`src/hdl/dmsrt_pkg.sv`:
```
// types and constants of the direct-mapped search result table
// no dependencies; imported by every module of the block but the memory
`default_nettype none

package dmsrt_pkg;

  localparam int unsigned DMSRT_ADDR_BITS = 10;
  localparam int unsigned KEY_W           = 64;
  localparam int unsigned SCORE_W         = 16;
  localparam int unsigned KIND_W          = 2;
  localparam int unsigned IDX_BITS_W      = 4;
  localparam int unsigned CFG_DATA_W      = 4;
  localparam logic [IDX_BITS_W-1:0] INDEX_BITS_RESET = 4'd10;

  typedef enum logic {
    FUNC_PROBE = 1'b0,
    FUNC_STORE = 1'b1
  } func_e;

  typedef enum logic [KIND_W-1:0] {
    KIND_EXACT = 2'd0,
    KIND_LOWER = 2'd1,
    KIND_UPPER = 2'd2
  } kind_e;

  typedef enum logic {
    REG_ENABLE     = 1'b0,
    REG_INDEX_BITS = 1'b1
  } reg_e;

  typedef struct packed {
    logic                   valid;
    logic [KEY_W-1:0]       key;
    logic signed [SCORE_W-1:0] score;
    logic [KIND_W-1:0]      kind;
  } entry_t;

  typedef struct packed {
    logic                  enable;
    logic [IDX_BITS_W-1:0] index_bits;
  } cfg_t;

  typedef struct packed {
    logic accept;
    logic probe;
  } req_t;

endpackage

`default_nettype wire

```
`src/hdl/dmsrt_match.sv`:
```
// probe stage: compares the slot read from memory and registers the result word
// depends on dmsrt_pkg
`default_nettype none

module dmsrt_match
  import dmsrt_pkg::*;
(
  input  logic                      clk_i,
  input  logic                      rst_ni,
  input  req_t                      req_i,
  input  logic [KEY_W-1:0]          key_i,
  input  logic signed [SCORE_W-1:0] alpha_i,
  input  logic signed [SCORE_W-1:0] beta_i,
  input  entry_t                    entry_i,
  output logic                      result_valid_o,
  output logic                      hit_o,
  output logic signed [SCORE_W-1:0] found_score_o
);

  logic                      acc_q, probe_q, res_valid_q;
  logic [KEY_W-1:0]          key_q;
  logic signed [SCORE_W-1:0] alpha_q, beta_q;
  logic                      hit_q, hit_d;
  logic signed [SCORE_W-1:0] score_q, score_d;
  logic                      bound_ok;

  always_comb begin
    case (entry_i.kind)
      KIND_EXACT: bound_ok = 1'b1;
      KIND_LOWER: bound_ok = entry_i.score >= beta_q;
      KIND_UPPER: bound_ok = entry_i.score <= alpha_q;
      default:    bound_ok = 1'b0;
    endcase
    hit_d   = probe_q && entry_i.valid && (entry_i.key == key_q) && bound_ok;
    score_d = hit_d ? entry_i.score : '0;
  end

  always_ff @(posedge clk_i or negedge rst_ni) begin
    if (!rst_ni) begin
      acc_q       <= 1'b0;
      probe_q     <= 1'b0;
      res_valid_q <= 1'b0;
    end else begin
      acc_q       <= req_i.accept;
      probe_q     <= req_i.probe;
      res_valid_q <= acc_q;
    end
  end

  always_ff @(posedge clk_i) begin
    key_q   <= key_i;
    alpha_q <= alpha_i;
    beta_q  <= beta_i;
    hit_q   <= hit_d;
    score_q <= score_d;
  end

  assign result_valid_o = res_valid_q;
  assign hit_o          = hit_q;
  assign found_score_o  = score_q;

endmodule

`default_nettype wire

```
`config.mk`:
```
export PLATFORM = sky130hd
export DESIGN_NAME = dmsrt_match
export DESIGN_NICKNAME = d
export VERILOG_FILES = /design/src/hdl/dmsrt_pkg.sv /design/src/hdl/dmsrt_match.sv
export SDC_FILE = /design/constraint.sdc
export NUM_CORES = 1
export LEC_CHECK = 0
export BUFFER_PORTS_ARGS = -buffer_cell sky130_fd_sc_hd__buf_2
export CORE_MARGIN = 3
export CORE_UTILIZATION = 40
export CTS_BUF_LIST = sky130_fd_sc_hd__clkbuf_8 sky130_fd_sc_hd__clkbuf_16
export DETAILED_ROUTE_END_ITERATION = 8
export GPL_ROUTABILITY_DRIVEN = 0
export HOLD_SLACK_MARGIN = 0.03
export PLACE_DENSITY = 0.77
export SLEW_MARGIN = 20
export SYNTH_ARGS = -nofsm -noshare
export SYNTH_HDL_FRONTEND = slang
export SYNTH_SLANG_ARGS = --single-unit
```
`constraint.sdc`:
```
create_clock -name clk_i -period 2.3 [get_ports clk_i]
set_clock_uncertainty 0.15 [all_clocks]
set_input_delay 0.115 -clock clk_i [delete_from_list [all_inputs] [get_ports clk_i]]
set_output_delay 0.115 -clock clk_i [all_outputs]
set_load 0.02 [all_outputs]
```
Word-level counts from Yosys, hierarchy flattened
Index checks and enable logic that the tools add are counted.
{"block": "classes", "order_cmp": 2, "eq_ne": 3, "muxes": 1, "reduce_logical": 4}
{"cell": "equality test 64 bit", "n": 1}
{"cell": ">= comparator 16 bit", "n": 1}
{"cell": "less-or-equal comparator 16 bit", "n": 1}
{"cell": "logical AND 1 bit", "n": 3}
{"cell": "case mux 1 bit (3 select lines)", "n": 1}
{"cell": "equality test 2 x 1 -> 1 bit (second input constant)", "n": 1}
{"cell": "equality test 2 bit (second input constant)", "n": 1}
{"cell": "zero test 2 bit", "n": 1}
{"block": "totals", "ff_bits": 116, "inputBits": 183, "output_inout_bits": 18, "wordCells": 18}

Logic depth before layout (Yosys ltp)
{"block": "depth", "word_depth": 3, "mapped_depth": 9, "depth_no_buf": 8}

Least setup slack after synthesis
Ideal clock, no wire load.
{"block": "synth_timing", "kind": "register to register", "start": "register beta_q[1]", "end": "register score_q[10], in the netlist found_score_o[10]", "setup_ns": 0.059, "arrival_ns": 2.062, "t_required_ns": 2.091, "setup_slack_ns": 0.028, "stages_incl_launch_ff": 10, "path_buffers": 1, "period_less_slack_ns": 2.272, "cell_sequence": "dfxtp_1 -> inv_1 -> ha_1 -> nor2b_1 -> o211ai_1 -> a2111oi_1 -> nor4_2 -> nor4_4 -> buf_6 -> and3_1"}
{"block": "synth_via", "elab_chain_cells": 3}
{"item": "start: declaration", "line": "dmsrt_match.sv:22", "text": "logic signed [SCORE_W-1:0] alpha_q, beta_q;"}
{"item": "start signal: assignment", "line": "dmsrt_match.sv:53", "text": "beta_q <= beta_i;"}
{"item": ">= comparator 16 bit", "line": "dmsrt_match.sv:30", "text": "KIND_LOWER: bound_ok = entry_i.score >= beta_q;"}
{"item": "case mux 1 bit (3 select lines)", "line": "dmsrt_match.sv:28", "text": "case (entry_i.kind)"}
{"item": "logical AND 1 bit", "line": "dmsrt_match.sv:34", "text": "hit_d = probe_q && entry_i.valid && (entry_i.key == key_q) && bound_ok;"}
{"item": "end signal: assignment", "line": "dmsrt_match.sv:55", "text": "score_q <= score_d;"}
{"item": "end: declaration", "line": "dmsrt_match.sv:24", "text": "logic signed [SCORE_W-1:0] score_q, score_d;"}
No other way between the ends.
A chain may end at the register's enable or synchronous reset.

Worst setup path after layout
{"block": "layout_timing", "start": "register beta_q[8]", "end": "register score_q[11], in the netlist found_score_o[11]"}
Same word-level chain as after synthesis.

==> results.cfg <==
[outcome]
status = finished, violations left
failed_checks = negative setup slack

[logic_synthesis]
ys_warn_count = 0
synth_area_leaders = dfxtp_1, ha_1, xnor2_1
synth_cell_type_count = 44
synth_fp_nets = 578
syn_inst = 363
synth_edf_count = 0
syn-cell-area_um2 = 4195
synth_top_cell_area_share_pct = 53.92
ys_async_sr_fraction_pct = 2.586
synth_top_area_cell = dfxtp_1
synth_top_flop_cell = dfxtp_1
yosysSeqAreaShare_pct = 55.71
avgSynthCellArea_um2 = 11.56
ys_ff_latch = 116

[place]
io_buffers = 200
placed_area_um2 = 5430
hpwl_um = 8991

[cts]
clk_pin_slew_ps = 60
clockBufferDepth = 2
cts_tree = built
cts_max_level = 4
post_cts_buffers = 0
clock_sinks = 116
clock_latency_ps = 510
cts_root_buf = clkbuf_8
numCtsBuffers = 17

[floorplanning]
initial_core_util_pct = 41.95
row_count = 36
die-area_um2 = 11750
ios = 201
die_w_um = 108.4
design.core.area_um2 = 10000
die_y_um = 108.4

[sta]
final.setup.tns_ps = -2292
tightest_slew_ps = 422.4
finalCritPeriodShare_pct = 107.5
setup_viol = 17
min_period_ps = 2473
fmax_mhz = 404.3
rsz0062_at_grt = yes
slew_violations = 0
hold_violations = 0
worst_slack_ps = -173.4
hold_slack_ps = 85.82
slew_headroom_pct = 71.62

[route]
finalWirelength_um = 14380
drt_pass1_iterations = 5
top_layer = met4
vias_per_cell = 4.743
wl_met1_um = 5131
routedWlPerCell_um = 16.82
drtIter0Drc = 145
wl_met3_um = 1225
met2WireLength_um = 7448
drt_drc_violations_left = 0
vias = 4055
final_antenna_net_count = 0

[min_path]
hp-start = beta_i[4]
hold_path_class = in -> reg

[critical_path]
critPathCapture = found_score_o[11]$_SDFF_PN0_
worstReg2RegStart = beta_q[8]$_DFF_P_
end_kind = register
startpoint_type = register
critPathMaxFanout = 8
reg2reg_depth = 9
r2r-end = found_score_o[11]$_SDFF_PN0_
slowest_delay_ps = 550
startpoint = beta_q[8]$_DFF_P_
cp_data_required_time_ps = 2540
slowest_stage = or4b_4
path_common_cell = nor4_4
crit_type = reg -> reg
critPathArrivalTime_ps = 2710
crit_chain = inv_1 > ha_1 > nand4_1 > o41ai_2 > or4b_4 > nor4_4 > nor4_4 > buf_4 > and3_1
r2r_setup_slack_ps = -170

[finish]
antenna_cells = 0
nets = 924
layout_common_cells = buf_2, dlygate4sd3_1, dfxtp_1
layout_commonest_cell = buf_2
fin_area_um2 = 7425
final_layout_size_suffix_gt1_share_pct = 39.61
area_growth_pct = 76.98

[grt]
grt_pass1_vias = 4597
antenna_found_initial = 0
gr-total-overflow = 0
grt_pass1_wl_um = 21540
grt_max_degree = 18
grt.total_usage_pct = 24.48

[power_and_ir_drop]
peakVddDrop_v = 0.0004467
power_density_nw_per_um2 = 759.6
power_leakage_nw = 3.490

[job]
drv_cap = 0
==> worst min-delay path by stage <==
stage | endpoint | cells after the start
floorplan | acc_q$_DFF_PN0_ | 0
global placement | result_valid_o$_DFF_PN0_ | 1
detailed placement | result_valid_o$_DFF_PN0_ | 1
CTS | beta_q[8]$_DFF_P_ | 2
global route | alpha_q[5]$_DFF_P_ | 2
finish | beta_q[4]$_DFF_P_ | 2
==> metal layers <==
layer	up-vias	GRT usage, %
li1	1939	-
met1	1843	23.15
met2	217	46.03
met3	56	8.955
met4	0	12.08
met5	-	0
==> area by class of cell <==
type	count	area, um2
clock buffers	18	427.9
multi-input cells	202	1848
inverters	43	162.7
well taps	133	166.4
fillers	610	2575
flip-flops and latches	116	2347
repair buffers	329	2262
clock inverters	14	210.2
==> cells in the mapped netlist (4+ instances only) <==
| cell type | count |
|---|---|
| and3_1 | 16 |
| a21oi_1 | 13 |
| nor2b_1 | 13 |
| nand2_1 | 9 |
| nand2b_1 | 11 |
| ha_1 | 32 |
| xnor2_1 | 43 |
| a2111o_1 | 4 |
| dfxtp_1 | 113 |
| nor2_1 | 4 |
| nand4_1 | 18 |
| inv_1 | 38 |
==> cells by family (layout without fill, tap and decap cells) <==
logic type | count (synthesis) | after routing | share of synthesized area (%)
buffers and inverters | 45 | 404 | 4.414
AO/OA/AOI/OAI | 39 | 39 | 7.516
adder cells (fa/ha/maj) | 32 | 32 | 9.544
XOR/XNOR | 43 | 43 | 8.977
flip-flops | 116 | 116 | 55.71
AND/OR/NAND/NOR | 88 | 88 | 13.84
==> power breakdown <==
group	leakage (nW)	switching [mW]	internal (mW)
sequential	0.982	0.0396	2.11
combinational	2.20	0.279	0.411
clock	0.312	0.914	1.89
==> stage by stage <==
step                      utilization (%)  setup WS [ps]  instances  power [mW]
after floorplan                         -          28.33        363       2.404
after global placement              54.30         -37.91        706       2.629
after detailed placement            54.30         -131.4        706       2.654
after CTS                           72.66         -53.43        855       5.617
after global routing                74.25         -248.2        855       5.863
final                               74.25         -173.4        855       5.640
==> flip-flops by register name, indices dropped and copies added (netlist names) <==
name and count:
acc_q 1, alpha_q 16, beta_q 16, found_score_o 16
hit_o 1, key_q 64, probe_q 1, result_valid_o 1
==> critical path: cells and delay by family (launching register included) <==
family / cells / cell delay [ps]
and+or+nand+nor: 5 / 1290
DFF: 1 / 320
adders and majority gates: 1 / 270
buffers and inverters: 2 / 210
AOI/OAI and AO/OA: 1 / 120
==> repair_timing <==
action	in CTS	in global routing
gates resized for setup	3	29
hold buffers	117	0
endpoints found under the hold margin	118	0
setup endpoints to repair	17	17
pin swaps	2	6
No activity file was read; power rests on OpenSTA's default activity.
