**config.mk**
```make
export PLATFORM = sky130hd
export DESIGN_NAME = dmsrt_ctrl
export DESIGN_NICKNAME = d
export VERILOG_FILES = /design/src/hdl/dmsrt_pkg.sv /design/src/hdl/dmsrt_ctrl.sv
export SDC_FILE = /design/constraint.sdc
export NUM_CORES = 1
export LEC_CHECK = 0
export BUFFER_PORTS_ARGS = -buffer_cell sky130_fd_sc_hd__buf_2
export CORE_ASPECT_RATIO = 0.9
export CORE_MARGIN = 10
export CORE_UTILIZATION = 42
export DETAILED_ROUTE_END_ITERATION = 12
export PLACE_DENSITY = 0.71
export SLEW_MARGIN = 15
export SYNTH_ARGS = -nofsm -noshare
export SYNTH_HDL_FRONTEND = slang
export SYNTH_SLANG_ARGS = --single-unit
export TNS_END_PERCENT = 5
```
**constraint.sdc**
```tcl
create_clock -name clk_i -period 1.7 [get_ports clk_i]
set_clock_uncertainty 0.2 [all_clocks]
set_input_delay 0.51 -clock clk_i [delete_from_list [all_inputs] [get_ports clk_i]]
set_output_delay 0.51 -clock clk_i [all_outputs]
set_load 0.03 [all_outputs]
```
**src/hdl/dmsrt_pkg.sv**
```systemverilog
// types and constants of the direct-mapped search result table
// no dependencies; imported by every module of the block but the memory
`default_nettype none

package dmsrt_pkg;

  localparam int unsigned DMSRT_ADDR_BITS = 10;
  localparam int unsigned KEY_W           = 64;
  localparam int unsigned SCORE_W         = 16;
  localparam int unsigned KIND_W          = 2;
  localparam int unsigned IDX_BITS_W      = 4;
  localparam int unsigned CFG_DATA_W      = 4;
  localparam logic [IDX_BITS_W-1:0] INDEX_BITS_RESET = 4'd10;

  typedef enum logic {
    FUNC_PROBE = 1'b0,
    FUNC_STORE = 1'b1
  } func_e;

  typedef enum logic [KIND_W-1:0] {
    KIND_EXACT = 2'd0,
    KIND_LOWER = 2'd1,
    KIND_UPPER = 2'd2
  } kind_e;

  typedef enum logic {
    REG_ENABLE     = 1'b0,
    REG_INDEX_BITS = 1'b1
  } reg_e;

  typedef struct packed {
    logic                   valid;
    logic [KEY_W-1:0]       key;
    logic signed [SCORE_W-1:0] score;
    logic [KIND_W-1:0]      kind;
  } entry_t;

  typedef struct packed {
    logic                  enable;
    logic [IDX_BITS_W-1:0] index_bits;
  } cfg_t;

  typedef struct packed {
    logic accept;
    logic probe;
  } req_t;

endpackage

`default_nettype wire

```
**src/hdl/dmsrt_ctrl.sv**
```systemverilog
// configuration registers and the valid-clearing sweep over the slot memory
// depends on dmsrt_pkg
`default_nettype none

module dmsrt_ctrl
  import dmsrt_pkg::*;
#(
  parameter int unsigned ADDR_BITS = DMSRT_ADDR_BITS
) (
  input  logic                  clk_i,
  input  logic                  rst_ni,
  input  logic                  cfg_valid_i,
  output logic                  cfg_ready_o,
  input  logic                  cfg_index_i,
  input  logic [CFG_DATA_W-1:0] cfg_data_i,
  output cfg_t                  cfg_o,
  output logic                  clearing_o,
  output logic [ADDR_BITS-1:0]  clear_addr_o
);

  cfg_t                 cfg_q, cfg_d;
  logic                 clear_q, clear_d;
  logic [ADDR_BITS-1:0] cnt_q, cnt_d;
  logic                 wr;

  assign cfg_ready_o = 1'b1;
  assign wr          = cfg_valid_i && cfg_ready_o;

  always_comb begin
    cfg_d   = cfg_q;
    clear_d = clear_q;
    cnt_d   = cnt_q;
    if (clear_q) begin
      cnt_d = cnt_q + 1'b1;
      if (&cnt_q) begin
        clear_d = 1'b0;
      end
    end
    if (wr) begin
      case (cfg_index_i)
        REG_ENABLE: begin
          cfg_d.enable = cfg_data_i[0];
        end
        REG_INDEX_BITS: begin
          // a size change invalidates every slot
          cfg_d.index_bits = cfg_data_i[IDX_BITS_W-1:0];
          clear_d          = 1'b1;
          cnt_d            = '0;
        end
        default: begin
          cfg_d = cfg_q;
        end
      endcase
    end
  end

  always_ff @(posedge clk_i or negedge rst_ni) begin
    if (!rst_ni) begin
      cfg_q.enable     <= 1'b0;
      cfg_q.index_bits <= INDEX_BITS_RESET;
      clear_q          <= 1'b1;
      cnt_q            <= '0;
    end else begin
      cfg_q   <= cfg_d;
      clear_q <= clear_d;
      cnt_q   <= cnt_d;
    end
  end

  assign cfg_o        = cfg_q;
  assign clearing_o   = clear_q;
  assign clear_addr_o = cnt_q;

endmodule

`default_nettype wire

```
==> Word-level counts from Yosys, hierarchy flattened <==
Cells that the tools add are included.
{ "classes": {"reduce_logical": 3, "multipliers": 0, "div_mod_pow": 0, "shift": 0, "bitwise_logic": 1, "eq_ne": 0, "n_addsub": 1, "muxes": 7, "n_lt_le_gt_ge": 0} }
{ "op_table": {"columns": ["cell", "n"], "rows": [
  ["$mux W10", 3],
  ["$add A10 B1 Y10 const B", 1],
  ["$reduce_and A10 Y1", 1],
  ["$mux W1", 4],
  ["$reduce_and A2 Y1", 2],
  ["$not A1 Y1", 1]
]} }
{ "word_totals": {"ramBits": 0, "word_cells": 16, "romBits": 0, "register_bits": 16, "mem_count": 0, "latch_bits": 0, "inputBits": 8, "out_inout_bits": 17} }

==> Logic depth before layout (Yosys ltp) <==
{ "logic_depth": {"word_depth": 5, "ltp_mapped": 4, "ltp_nobuf": 4} }

==> Worst setup path after synthesis <==
OpenSTA, ideal clock, no wires.
{ "synth_timing": {"path_kind": "reg2reg", "start": "reg clear_q, in the netlist clearing_o", "end": "reg cnt_q[9], in the netlist clear_addr_o[9]", "stages_incl_launch_ff": 5, "setup_slack_ps": -130, "n_path_buf": 1, "synth_period_minus_slack_ps": 1830, "arrival_ps": 1552, "setup_time_ps": 78, "required_ps": 1422, "cell_sequence": "dfstp_2 buf_4 nand4_2 or4_1 a21oi_1"} }
{ "synth_via": {"elab_chain_len": 3} }
{ "synth_rtl": {"columns": ["element", "line", "source"], "rows": [
  ["start, declared", "dmsrt_ctrl.sv:22", "logic clear_q, clear_d;"],
  ["start signal, assigned", "dmsrt_ctrl.sv:65", "clear_q <= clear_d;"],
  ["$mux W10 (*)", "dmsrt_ctrl.sv:33", "if (clear_q) begin"],
  ["$mux W10", "dmsrt_ctrl.sv:40", "case (cfg_index_i)"],
  ["$mux W10 (*)", "dmsrt_ctrl.sv:39", "if (wr) begin"],
  ["via cnt_d[9]", "dmsrt_ctrl.sv:23", "logic [ADDR_BITS-1:0] cnt_q, cnt_d;"],
  ["end signal, assigned", "dmsrt_ctrl.sv:66", "cnt_q <= cnt_d;"],
  ["end, declared", "dmsrt_ctrl.sv:23", null]
]} }
The timed path passes the listed nets; every way through them passes the cells marked *.
A chain may end at the register's enable or synchronous reset.

==> Final worst setup path <==
{ "layout_timing": {"start": "reg clear_q, in the netlist clearing_o", "end": "out clearing_o"} }
{ "layout_rtl": {"columns": ["element", "line", "source"], "rows": [
  ["end, declared", "dmsrt_ctrl.sv:17", "output logic clearing_o,"]
]} }
No word-level cell between the ends.

==> flow_metrics.tcl <==
set metrics [dict create \
    synth_top_family_by_area "simple AND/OR/NAND/NOR gates" \
    slowest_stage "dfstp_2" \
    clock-sinks 16 \
    grt_first_pass_wirelength_mm 3.17 \
    antenna_found_initial 0 \
    slew_headroom_pct 50.0 \
    crit_buf_inv 1 \
    max_cap_violations 0 \
    final_util_pct 62.5 \
    port_buffers 23 \
    sw_frac_of_total_pct 37.2 \
    overflow 0 \
    syn_inst 74 \
    cellPowerDensity_nw_per_um2 1120 \
    avgViaCountPerCell 5.11 \
    crit_path_start "clearing_o$_DFF_PN1_" \
    insertion_delay_ns 0.29 \
    drt_first_pass_iters 2 \
    grt_max_degree 17 \
    r2r_start "clearing_o$_DFF_PN1_" \
    fin_crit_sh_pct 101 \
    ys_ff_latch 16 \
    violations "negative setup slack" \
    ant_nets 0 \
    yosysWarnings 0 \
    routed_wl_mm 1.89 \
    seq_area_frac_synth_pct 54.7 \
    max_stage_delay_ns 0.59 \
    clkTransAtPathRegs_ns 0.08 \
    nets 117 \
    start_util_pct 44.4 \
    whs_path_depth 3 \
    crit_cells 1 \
    worstSetupStartpointType "flop" \
    place_congestion 0.769 \
    rows 14 \
    drv_slew 0 \
    area_growth_pct 40.8 \
    p_clk_share_pct 17.9 \
    antenna_cells 0 \
    post_synth.cell_area_avg_um2 9.98 \
    cts-root-buf "clkbuf_4" \
    path_cells "buf_6" \
    first_global_vias 689 \
    synthSimpleGateAreaFrac_pct 23.9 \
    switching_power_w 0.000435 \
    drc_errors 0 \
    criticalPathCategory "reg -> out" \
    numCtsBuffers 3 \
    synth_fp_nets 83 \
    critPathTopFamily "flip-flops" \
    die_y_um 59.8 \
    hp-start "cfg_data_i[1]" \
    holdWs_ns 0.203 \
    crit_fanout 4 \
    layout-drive-gt1-share_pct 43.0 \
    worstMarginPinSlew_ns 0.750 \
    reg2reg_depth 4 \
    clockBufferDepth 2 \
    critical_path_arrival_ns 1.01 \
    hold_viol_final 0 \
    hpwl_mm 1.38 \
    synth_xor_area_share_pct 4.75 \
    nFillCells 137 \
    synthAdderAreaFrac_pct 1.69 \
    fin_crit_ns 1.72 \
    timing.final.ws_setup_ns -0.0229 \
    via_count 669 \
    die-area_um2 3840 \
    core_area_um2 1660 \
    status "complete, but fails checks" \
    synth_compound_area_share_pct 8.47 \
    synth.distinct_cells 24 \
    internal_power_w 0.000734 \
    max-vdd-ir-drop_v 0.000779 \
    netlist_area_um2 738 \
    cts_tree "built" \
    io_pins 25 \
    power_leakage_nw 0.498 \
    worstHoldPathType "in -> reg" \
    critPathRequiredTime_ns 0.99 \
    synth_mux_area_share_pct 2.88 \
    fmaxAchievable_mhz 580 \
    combPwrFrac_pct 38.9 \
    rsz0062_at_grt "yes" \
    end_kind "primary output" \
    die_w_um 64.2 \
    grt_usage_pct 10.2 \
    drtIter0Drc 11 \
    wire_per_inst_um 14.4 \
    setup_viol 3 \
    p_seq_share_pct 43.1 \
    h-tree-depth 1 \
]
==> area by class of cell <==
| type | instances | area (um2) | area share (%) |
|---|---|---|---|
| Timing Repair Buffer | 32 | 244 | 23.5 |
| Clock buffer | 4 | 26.3 | 2.53 |
| Sequential cell | 16 | 408 | 39.2 |
| Tap cell | 24 | 30.0 | 2.89 |
| Multi-Input combinational cell | 54 | 328 | 31.5 |
| Inverter | 1 | 3.75 | 0.361 |
==> cell usage in the layout, fill, tap and decap left out, types with 2 or more instances in the layout <==
cell	count
nand2_1	17
buf_2	16
xor2_1	3
dfstp_2	3
dfrtp_2	3
buf_6	11
or3_1	2
a21oi_1	5
nand3_1	2
dfrtp_1	10
nor2_1	5
o31ai_1	3
or4_1	2
o21ai_0	3
buf_4	4
clkbuf_4	3
==> layer usage <==
| metal | GRT usage (%) | part of all wire (%) | vias up |
|---|---|---|---|
| met5 | 0 | 0 | - |
| met4 | 2.44 | 0.74 | 0 |
| met3 | 5.79 | 7.1 | 2 |
| met2 | 16.9 | 48 | 19 |
| met1 | 11.3 | 44 | 327 |
| li1 | - | - | 321 |
==> synthesized netlist by cell type <==
cell,n,area (um2)
a21oi_1,5,25.0
and2_0,1,6.26
buf_4,2,15.0
clkbuf_1,1,3.75
conb_1,1,3.75
dfrtp_1,13,325
dfstp_2,3,78.8
ha_1,1,12.5
inv_1,1,3.75
mux2_2,1,11.3
mux2i_1,1,10.0
nand2_1,17,63.8
nand3_1,3,15.0
nand4_1,1,6.26
nand4_2,2,25.0
nor2_1,5,18.8
nor2b_1,1,6.26
o21ai_0,3,15.0
o31ai_1,3,22.5
or3_1,2,12.5
or3_2,1,7.51
or4_1,2,15.0
xnor2_1,1,8.76
xor2_1,3,26.3
==> kinds of logic (layout without fill, tap and decap cells) <==
kind of cell / count (synthesis) / in the layout
and+or+nand+nor: 35 / 35
DFF: 16 / 16
AOI/OAI and AO/OA: 11 / 11
xor gates and xnor gates: 4 / 4
buffers and inverters: 4 / 37
muxes: 2 / 2
adders and majority gates: 1 / 1
other: 1 / 1
==> final timing paths <==
kind	end	slack, ns
setup / recovery	clearing_o	-0.02
hold / removal	cfg_o[1]$_DFFE_PN1P_	0.20
setup reg to reg	clear_addr_o[7]$_DFF_PN0_	-0.01
hold reg to reg	cfg_o[1]$_DFFE_PN1P_	0.27
max in group asynchronous	clearing_o$_DFF_PN1_	0.53
min in group asynchronous	clear_addr_o[0]$_DFF_PN0_	0.45
==> per-stage QoR <==
| step | power (W) | setup TNS (ns) | setup WS, ns | instances | instance area [um2] |
|---|---|---|---|---|---|
| after floorplan | 0.000732 | -0.0900 | -0.0599 | 74 | 758 |
| after global placement | 0.000874 | 0 | 0.0622 | 124 | 926 |
| after detailed placement | 0.000889 | 0 | 0.00170 | 124 | 926 |
| after CTS | 0.00116 | -0.0328 | -0.0141 | 130 | 1010 |
| after global routing | 0.00125 | -0.383 | -0.0703 | 131 | 1040 |
| final | 0.00117 | -0.0285 | -0.0229 | 131 | 1040 |
==> registers in the layout, summed over array words and instances (netlist names) <==
name / cells
clear_addr_o: 10
clearing_o: 1
cfg_o: 5
==> timing repair <==
action,4_1_cts,5_1_grt
endpoints found under the hold margin,13,0
setup endpoints to repair,9,12
buffers inserted,1,1
resized for setup,15,5
hold buffers,1,0
==> power by group through the flow <==
stage / sequential (W) / clock [W] / combinational, W
2_1_floorplan: 0.000630 / 0 / 0.000102
3_3_place_gp: 0.000496 / 0 / 0.000378
3_5_place_dp: 0.000502 / 0 / 0.000387
4_1_cts: 0.000503 / 0.000213 / 0.000446
5_1_grt: 0.000515 / 0.000240 / 0.000491
6_report: 0.000504 / 0.000210 / 0.000455
==> worst reg2reg max path: cells and delay by family, from the launching register on <==
kind,cells,cell delay [ns]
DFF,1,0.59
and+or+nand+nor,2,0.56
buffers and inverters,1,0.16
AOI/OAI and AO/OA,1,0.14
Note: power is estimated with default switching activity, not from simulation.
