### src/hdl/dmsrt_ram.sv
// generic single-write, single-read memory with registered read data
// no dependencies
`default_nettype none

module dmsrt_ram #(
  parameter int unsigned WIDTH = 8,
  parameter int unsigned DEPTH = 16,
  localparam int unsigned AW = (DEPTH > 1) ? $clog2(DEPTH) : 1
) (
  input  logic             clk_i,
  input  logic             we_i,
  input  logic [AW-1:0]    waddr_i,
  input  logic [WIDTH-1:0] wdata_i,
  input  logic [AW-1:0]    raddr_i,
  output logic [WIDTH-1:0] rdata_o
);

  logic [WIDTH-1:0] mem_q [DEPTH];
  logic [WIDTH-1:0] rdata_q;

  always_ff @(posedge clk_i) begin
    if (we_i) begin
      mem_q[waddr_i] <= wdata_i;
    end
    rdata_q <= mem_q[raddr_i];
  end

  assign rdata_o = rdata_q;

endmodule

`default_nettype wire

### config.mk
export PLATFORM = sky130hd
export DESIGN_NAME = dmsrt_ram
export DESIGN_NICKNAME = d
export VERILOG_FILES = /design/src/hdl/dmsrt_ram.sv
export SDC_FILE = /design/constraint.sdc
export NUM_CORES = 1
export LEC_CHECK = 0
export CELL_PAD_IN_SITES_DETAIL_PLACEMENT = 1
export CELL_PAD_IN_SITES_GLOBAL_PLACEMENT = 2
export CORE_ASPECT_RATIO = 1.25
export CORE_MARGIN = 2
export CORE_UTILIZATION = 54
export CTS_CLUSTER_DIAMETER = 30
export DETAILED_ROUTE_END_ITERATION = 7
export DONT_BUFFER_PORTS = 1
export PLACE_DENSITY = 0.89
export SLEW_MARGIN = 20
export SYNTH_ARGS = -nofsm -noshare
export SYNTH_HDL_FRONTEND = slang
export SYNTH_SLANG_ARGS = --single-unit
### constraint.sdc
create_clock -name clk_i -period 2.6 [get_ports clk_i]
set_input_delay 0.26 -clock clk_i [delete_from_list [all_inputs] [get_ports clk_i]]
set_output_delay 0.26 -clock clk_i [all_outputs]
set_load 0.05 [all_outputs]
Word level (Yosys, flattened, before mapping) --
Memories as Yosys holds them, arrays and structs flattened. A register that Yosys moved wholly into a read port is not among the register bits. Index checks and enable logic that the tools add are counted.
Storage, ports and cells: logic and storage cells 3, bits of input ports 18, ROM bits 0, flip-flop bits (word level) 0, output and inout bits 8, memories 1, latch bits 0, RAM bits 128
Operators by class: add/sub/neg operators 0, reductions and logical operators 0, div/mod/pow operators 0, shift-type cells 0, equal/unequal tests 0, $mul 0, bitwise operators 0, magnitude comparators 0, muxes and demuxes 2
Memory list:
- mem_q | depth 16, width 8, read ports 1, clocked after memory_dff 1, wr ports 1, RTL line 18 | logic [WIDTH-1:0] mem_q [DEPTH];
Operators with widths (number):
- two-way mux 1 bit | 2

Depth between registers and ports, before layout --
Gate-level depths: netlist (run 1).
word-level depth 2, mapped depth 5, mapped depth without buffers 3

Least setup slack after synthesis (run 1) --
No wires, ideal clock.
kind in2reg, from input waddr_i[2], to memory mem_q[0][0], enable pin, data arrival time 1.370 ns, stages 2, setup slack 0.847 ns, required time 2.217 ns, path buffers 0, path through or3b_2 -> nor3_1
RTL lines:
- start: declaration | RTL line 12 | input logic [AW-1:0] waddr_i,
- end: declaration | RTL line 18
Straight into the memory's write port.

==> flow_summary.yaml, run 1 <==
sta:
  fin_ws_ns: 1.11
  setup_viol: 0
  fin_worst_skew_ns: 0.0110
  min_period_ns: 1.49
  fmax_ghz: 0.672
  maxSlewViolCount: 0
  setup_tns_ns: 0
  worstMarginPinSlew_ns: 0.842
  period_share_pct: 57.2
  max_slew_margin_pct: 43.7
  rsz0062_at_grt: "no"
  hold_viol: 0
die:
  std_cell_rows: 39
  core_area_um2: 9220
  fp.dieW_um: 91.3
  dieArea_um2: 10300
  start_util_pct: 55.8
  num_io_pins: 26
  die_h_um: 113
route:
  wl_per_cell_um: 28.3
  drtIter0Drc: 214
  totalWireLength_mm: 11.1
  vias_per_cell: 6.13
  wl_met3_um: 576
  maxUsedRoutingLayer: "met4"
  wl_met1_mm: 4.46
  ant_nets: 0
  dr.pass1.iters: 4
  drc_errors: 0
  vias: 2401
  wl_met2_mm: 5.83
setup_path:
  crit_required_ns: 2.89
  critPathCaptureType: "register"
  ff2ff_path_depth: 3
  arrival_ns: 1.78
  crit_path_max_fanout: 1
  critPathKind: "reg -> reg"
  crit_path_start: "mem_q[3][0]$_DFFE_PP_"
  reg2reg_from: "mem_q[3][0]$_DFFE_PP_"
  start_kind: "register"
clock_network:
  h-tree-depth: 4
  clkSinkCount: 136
  cts-root-buf: "clkbuf_16"
  clk_latency_ns: 0.41
  cts_buffers: 17
  cts_buffer_depth: 2
  clk_pin_slew_ns: 0.06
  cts_tree: "done"
  cts_setup_buffers: 0
layout:
  multi_input_area_um2: 1060
  areaGrowthSynthToFinish_pct: 17.3
  drive_above_1_share_pct: 21.9
  fin_nets: 274
  diodes: 0
  seq_area_um2: 4000
  fillers: 724
synthesis:
  synth_warnings: 0
  syn_area_um2: 5150
  synthesis.instances: 229
  synth-seq-area-share_pct: 77.8
  syn_nets: 247
  syn_area_per_cell_um2: 22.5
  synth_edf_count: 128
  async_flop_share_pct: 0
  synthFlopType: "edfxtp_1"
  ys_ff_latch: 136
  ys_types: 19
run:
  drv_cap: 0
status:
  status: "complete, no violations"
pwr:
  worst_ir_drop_vdd_mv: 0.694
  p_leak_nw: 2.00
  power.density_nw_per_um2: 893
global_route:
  grt_max_degree: 33
  grt_pass1_vias: 2668
  grt_pass1_wl_mm: 16.8
  gr-total-overflow: 0
  antenna_found_initial: 0
  track_usage_pct: 23.8
min_path:
  min-delay-start: "raddr_i[1]"
  min_path_cells: 3
  hold_class: "in -> reg"
placed_design:
  port-buffer-count: 0
  pre_cts_slack_ns: 0.826
  hpwl_mm: 6.40
  globalplace.congestion: 0.805
-- registers in the layout (all words and copies together) (netlist names) --
register,count
mem_q,128
rdata_o,8
-- where the power goes --
part / switching (mW) / internal (mW) / leakage (nW) / total (mW)
registers: 0.0688 / 2.45 / 1.22 / 2.52
clock network: 0.879 / 1.82 / 0.317 / 2.70
logic: 0.0959 / 0.0801 / 0.457 / 0.176
total: 1.04 / 4.35 / 2.00 / 5.39
-- worst max-delay path, cell delays in order (launching register included) --
cell and delay, ns:
edfxtp_1 0.40, mux4_1 0.55, a22oi_1 0.31, nand2_1 0.11
-- cell usage in the layout, fill, tap and decap left out, drive strengths merged --
cell,synthesis,routed
clkbuf,0,19
buf,7,10
bufinv,0,6
and2b,1,1
nand3,1,1
clkinvlp,0,3
nand2,9,9
mux4,32,32
nor3,4,4
nor2,13,13
nand3b,2,2
clkinv,0,4
nand2b,2,2
a22oi,16,16
or3b,1,1
dfxtp,8,8
dlygate4sd3,0,8
nor2b,1,1
and2,1,1
edfxtp,128,128
-- path summary, 6_finish.rpt --
| path | slack, ns | end |
|---|---|---|
| min | 0.16 | rdata_o[5]$_DFF_P_ |
| max reg2reg | 1.11 | rdata_o[0]$_DFF_P_ |
| max | 1.11 | rdata_o[0]$_DFF_P_ |
| min reg2reg | 0.68 | rdata_o[5]$_DFF_P_ |
-- timing repair --
action,in CTS,in global routing
gates resized for setup,0,0
hold buffers,8,0
endpoints found under the hold margin,128,0
endpoints found under the setup margin,0,0
-- synthesized netlist by cell type, drive strengths merged, types with 2 or more instances --
library cell	instances	share of area [%]
a22oi	16	2.3
buf	7	1.1
clkdlybuf4s25	3	0.58
dfxtp	8	3.1
edfxtp	128	75
mux4	32	15
nand2	9	0.66
nand2b	2	0.24
nand3b	2	0.29
nor2	13	0.95
nor3	4	0.39
-- stage by stage --
stage	util, %	area, µm²	power, mW	hold slack, ns	cells
2_1_floorplan	-	5150	2.68	0.359	229
3_3_place_gp	57.4	5290	2.69	0.360	352
3_5_place_dp	57.4	5290	2.70	0.360	352
4_1_cts	65.5	6040	5.43	0.131	392
5_1_grt	65.5	6040	5.51	0.163	392
6_report	65.5	6040	5.39	0.161	392
-- cell type report --
| cell class | instances | share of cell area (%) |
|---|---|---|
| Clock buffer | 19 | 7.34 |
| Clock inverter | 13 | 3.73 |
| Multi-Input combinational cell | 83 | 17.5 |
| Sequential cell | 136 | 66.3 |
| Tap cell | 123 | 2.55 |
| Timing Repair Buffer | 18 | 2.57 |
-- layer usage --
metal  vias to the layer above  GRT usage [%]
met2                        83           39.0
li1                       1029              -
met5                         -              0
met1                      1274           30.3
met3                        15           5.53
met4                         0           11.8
-- logic make-up after synthesis --
group                  synth area share, %
DFF                                   77.8
and+or+nand+nor                       3.18
buffers and inverters                 1.68
AOI/OAI and AO/OA                     2.33
muxes                                 15.0
Note: power is estimated with default switching activity, not from simulation.
==> run 2: changes to the inputs <==
- CORE_UTILIZATION: 54 -> 50
- PLACE_DENSITY: 0.89 -> 0.83
- clock period: 2.6 -> 1.55 ns (I/O delays scaled with it)
==> flow_summary.yaml, run 2 (synthesized netlist as in run 1, its figures left out) <==
status:
  status: "complete, no violations"
setup_path:
  reg2reg_from: "mem_q[9][2]$_DFFE_PP_"
  arrival_ns: 1.77
  start_kind: "register"
  reg2reg_slack_ns: 0.07
  critPathCaptureType: "register"
  crit_required_ns: 1.85
  r2r_end: "rdata_o[2]$_DFF_P_"
  crit_path_start: "mem_q[9][2]$_DFFE_PP_"
  critPathKind: "reg -> reg"
  worstSetupEndpoint: "rdata_o[2]$_DFF_P_"
  crit_path_max_fanout: 1
  ff2ff_path_depth: 3
die:
  std_cell_rows: 41
  start_util_pct: 51.2
  num_io_pins: 26
  core_area_um2: 10100
  fp.dieW_um: 94.8
  die_h_um: 117
  dieArea_um2: 11100
clock_network:
  clk_latency_ns: 0.42
  cts_tree: "done"
  clkSinkCount: 136
  h-tree-depth: 4
  clk_pin_slew_ns: 0.06
  cts-root-buf: "clkbuf_16"
  cts_buffer_depth: 2
  cts_buffers: 17
layout:
  diodes: 0
  layout_commonest_cell: "edfxtp_1"
  drive_above_1_share_pct: 24.5
  largest_reg_flops: 128
  seq_area_um2: 4000
  fin_nets: 282
  fillers: 885
  areaGrowthSynthToFinish_pct: 17.3
  top_register: "mem_q"
  multi_input_area_um2: 1060
  fin_util_pct: 60.1
  most-common-layout-cells: "edfxtp_1, mux4_2, buf_4"
pwr:
  power.density_nw_per_um2: 1410
  worst_ir_drop_vdd_mv: 0.738
  p_leak_nw: 2.02
  total_power_mw: 8.53
global_route:
  track_usage_pct: 21.0
  grt_max_degree: 33
  met3_usage_pct: 6.81
  antenna_found_initial: 0
  gr-max-usage-layer: "met2"
  grt_pass1_vias: 2547
  grt_pass1_wl_mm: 15.9
  gr-total-overflow: 0
  met2_usage_pct: 32.3
  grtUsageMet1_pct: 27.6
sta:
  min_period_ns: 1.48
  fin_ws_ns: 0.0742
  fmax_ghz: 0.678
  hold_viol: 0
  fin_worst_skew_ns: 0.00875
  max_slew_margin_pct: 61.1
  period_share_pct: 95.2
  worstMarginPinSlew_ns: 0.583
  rsz0062_at_grt: "no"
  setup_viol: 0
  setup_tns_ns: 0
  maxSlewViolCount: 0
  hold-worst-slack_ns: 0.0192
placed_design:
  globalplace.congestion: 0.701
  hpwl_mm: 6.32
  pre_cts_slack_ns: 0.0146
  port-buffer-count: 0
route:
  totalWireLength_mm: 10.4
  vias: 2428
  vias_per_cell: 5.98
  ant_nets: 0
  drc_errors: 0
  wl_per_cell_um: 25.6
  drtIter0Drc: 263
  dr.pass1.iters: 4
min_path:
  min-delay-start: "raddr_i[1]"
  hold_class: "in -> reg"
run:
  drv_cap: 0
## run 2: cell types whose count changed in the layout (fill, tap and decap cells not counted), sizes merged
cell,delta
clkinv,+4
clkinvlp,-2
inv,+1
buf,+8
bufinv,-3
## run 2: power by group
part / internal (mW) / switching, mW
Clock: 2.56 / 1.45
Sequential: 4.11 / 0.116
Combinational: 0.141 / 0.149
Total: 6.81 / 1.72
## run 2: per-stage QoR
step / instances / cell area (µm²)
2_1_floorplan: 229 / 5150
3_3_place_gp: 366 / 5360
3_5_place_dp: 366 / 5360
4_1_cts: 406 / 6040
5_1_grt: 406 / 6040
6_report: 406 / 6040
## run 2: worst max-delay path, stage by stage (launching register included)
cell and delay, ns:
edfxtp_1 0.40, mux4_1 0.56, a22oi_1 0.32, nand2_1 0.09
## run 2: per-layer routing
layer | vias up | wire, µm
met2 | 101 | 5510
met5 | - | 0
met4 | 0 | 203
li1 | 1043 | -
met1 | 1269 | 4100
met3 | 15 | 599
## run 2: worst min-delay path by stage
| stage | end | cells after the start |
|---|---|---|
| floorplan | mem_q[0][0]$_DFFE_PP_ | 0 |
| global placement | mem_q[14][3]$_DFFE_PP_ | 0 |
| detailed placement | mem_q[12][3]$_DFFE_PP_ | 0 |
| CTS | rdata_o[2]$_DFF_P_ | 3 |
| global route | rdata_o[2]$_DFF_P_ | 3 |
| finish | rdata_o[2]$_DFF_P_ | 3 |
## run 2: layout make-up
class                           instances  share of cell area, %
Sequential cell                       136                   66.3
Multi-Input combinational cell         83                   17.6
Clock buffer                           19                   7.34
Timing Repair Buffer                   26                   3.56
Tap cell                              129                   2.67
Clock inverter                         13                   2.53
## run 2: timing repair
| action | 4_1_cts | 5_1_grt |
|---|---|---|
| buffers inserted | 0 | 0 |
| hold buffers | 8 | 0 |
| hold endpoints to repair | 128 | 0 |
| gates resized for setup | 0 | 0 |
| endpoints found under the setup margin | 0 | 0 |
==> run 3: changes to the inputs <==
- CORE_UTILIZATION: 50 -> 54
- PLACE_DENSITY: 0.83 -> 0.89
- clock period: 1.55 -> 1.7 ns (I/O delays scaled with it)
==> flow_summary.yaml, run 3 (synthesized netlist as in run 1, its figures left out) <==
status:
  status: "complete, no violations"
sta:
  fmax_ghz: 0.688
  rsz0062_at_grt: "no"
  fin_worst_skew_ns: 0.00607
  worstMarginPinSlew_ns: 0.668
  hold_viol: 0
  period_share_pct: 85.5
  setup_tns_ns: 0
  maxSlewViolCount: 0
  min_period_ns: 1.45
  max_slew_margin_pct: 55.3
  setup_viol: 0
setup_path:
  crit_path_max_fanout: 1
  worst_path_max_delay_cell: "mux4_1"
  critical_path.max_stage_delay_ns: 0.55
  start_kind: "register"
  crit_chain: "mux4_1, a22oi_1, nand2_1"
  arrival_ns: 1.74
  critPathKind: "reg -> reg"
  cp_num_buf_inv: 0
  critPathCaptureType: "register"
  crit_required_ns: 1.99
  cpLargestDelayFamily: "multiplexers"
route:
  wl_per_cell_um: 27.0
  drc_errors: 0
  ant_nets: 0
  vias_per_cell: 6.03
  drtIter0Drc: 190
  totalWireLength_mm: 10.8
  dr.pass1.iters: 5
  vias: 2413
layout:
  areaGrowthSynthToFinish_pct: 17.4
  fin_cells: 400
  fin_util_pct: 65.5
  multi_input_area_um2: 1060
  diodes: 0
  fillers: 712
  fin_nets: 282
  most-common-layout-cells: "edfxtp_1, mux4_2, buf_4"
  top_register: "mem_q"
  layout_commonest_cell: "edfxtp_1"
  seq_area_um2: 4000
  drive_above_1_share_pct: 23.8
  largest_reg_flops: 128
clock_network:
  cts_tree: "done"
  clkSinkCount: 136
  cts_buffers: 17
  h-tree-depth: 4
  cts-root-buf: "clkbuf_16"
  cts_buffer_depth: 2
  clk_latency_ns: 0.41
  clk_pin_slew_ns: 0.06
min_path:
  hold_class: "in -> reg"
pwr:
  power.density_nw_per_um2: 1300
  p_leak_nw: 2.01
  total_power_mw: 7.88
  worst_ir_drop_vdd_mv: 0.953
die:
  num_io_pins: 26
  core_area_um2: 9220
  dieArea_um2: 10300
  die_h_um: 113
  start_util_pct: 55.8
  fp.dieW_um: 91.3
  std_cell_rows: 39
global_route:
  grt_pass1_wl_mm: 16.2
  grt_max_degree: 33
  antenna_found_initial: 0
  grt_pass1_vias: 2670
  track_usage_pct: 23.0
  gr-total-overflow: 0
run:
  drv_cap: 0
placed_design:
  hpwl_mm: 6.48
  port-buffer-count: 0
  dp.cells: 360
  globalplace.congestion: 0.780
run 3: where the power goes:
part / leakage (nW) / switching, mW / internal (mW) / total (mW)
combinational: 0.500 / 0.141 / 0.128 / 0.269
clock: 0.287 / 1.32 / 2.43 / 3.75
sequential: 1.22 / 0.106 / 3.75 / 3.86
run 3: metal layers:
| metal | vias to the layer above | track usage [%] | wire [µm] |
|---|---|---|---|
| li1 | 1044 | - | - |
| met1 | 1252 | 28.9 | 4290 |
| met2 | 91 | 37.2 | 5590 |
| met3 | 26 | 6.06 | 561 |
| met4 | 0 | 12.0 | 350 |
| met5 | - | 0 | 0 |
run 3: cell type report:
type,count,area share [%]
clock buffers,18,7.10
clock inverters,14,3.00
multi-input cells,83,17.5
flip-flops and latches,136,66.3
well taps,123,2.55
repair buffers,26,3.56
run 3: through the flow:
stage | hold WS (ns) | cell area, µm² | worst slack [ns]
floorplan | 0.269 | 5150 | 0.0371
global placement | 0.270 | 5350 | 0.365
detailed placement | 0.270 | 5350 | 0.288
CTS | 0.0390 | 6040 | 0.247
global route | 0.0656 | 6040 | 0.197
finish | 0.0474 | 6040 | 0.247
run 3: final timing paths:
check                             to                    from  depth (start not counted)  slack (ns)
hold / removal    rdata_o[3]$_DFF_P_              raddr_i[1]                          3        0.05
hold reg to reg   rdata_o[2]$_DFF_P_  mem_q[14][2]$_DFFE_PP_                          3        0.67
setup / recovery  rdata_o[1]$_DFF_P_   mem_q[1][1]$_DFFE_PP_                          3        0.25
setup reg to reg  rdata_o[1]$_DFF_P_   mem_q[1][1]$_DFFE_PP_                          3        0.25
run 3: worst reg2reg max path, delay by kind of cell, from the launching register on:
family / cells / cell delay, ns
DFF: 1 / 0.37
and+or+nand+nor: 1 / 0.10
AOI/OAI and AO/OA: 1 / 0.32
muxes: 1 / 0.55
run 3: timing repair:
item,CTS,global route
setup buffers,0,0
hold buffers,8,0
endpoints found under the hold margin,128,0
setup endpoints to repair,0,0
gates resized for setup,0,0
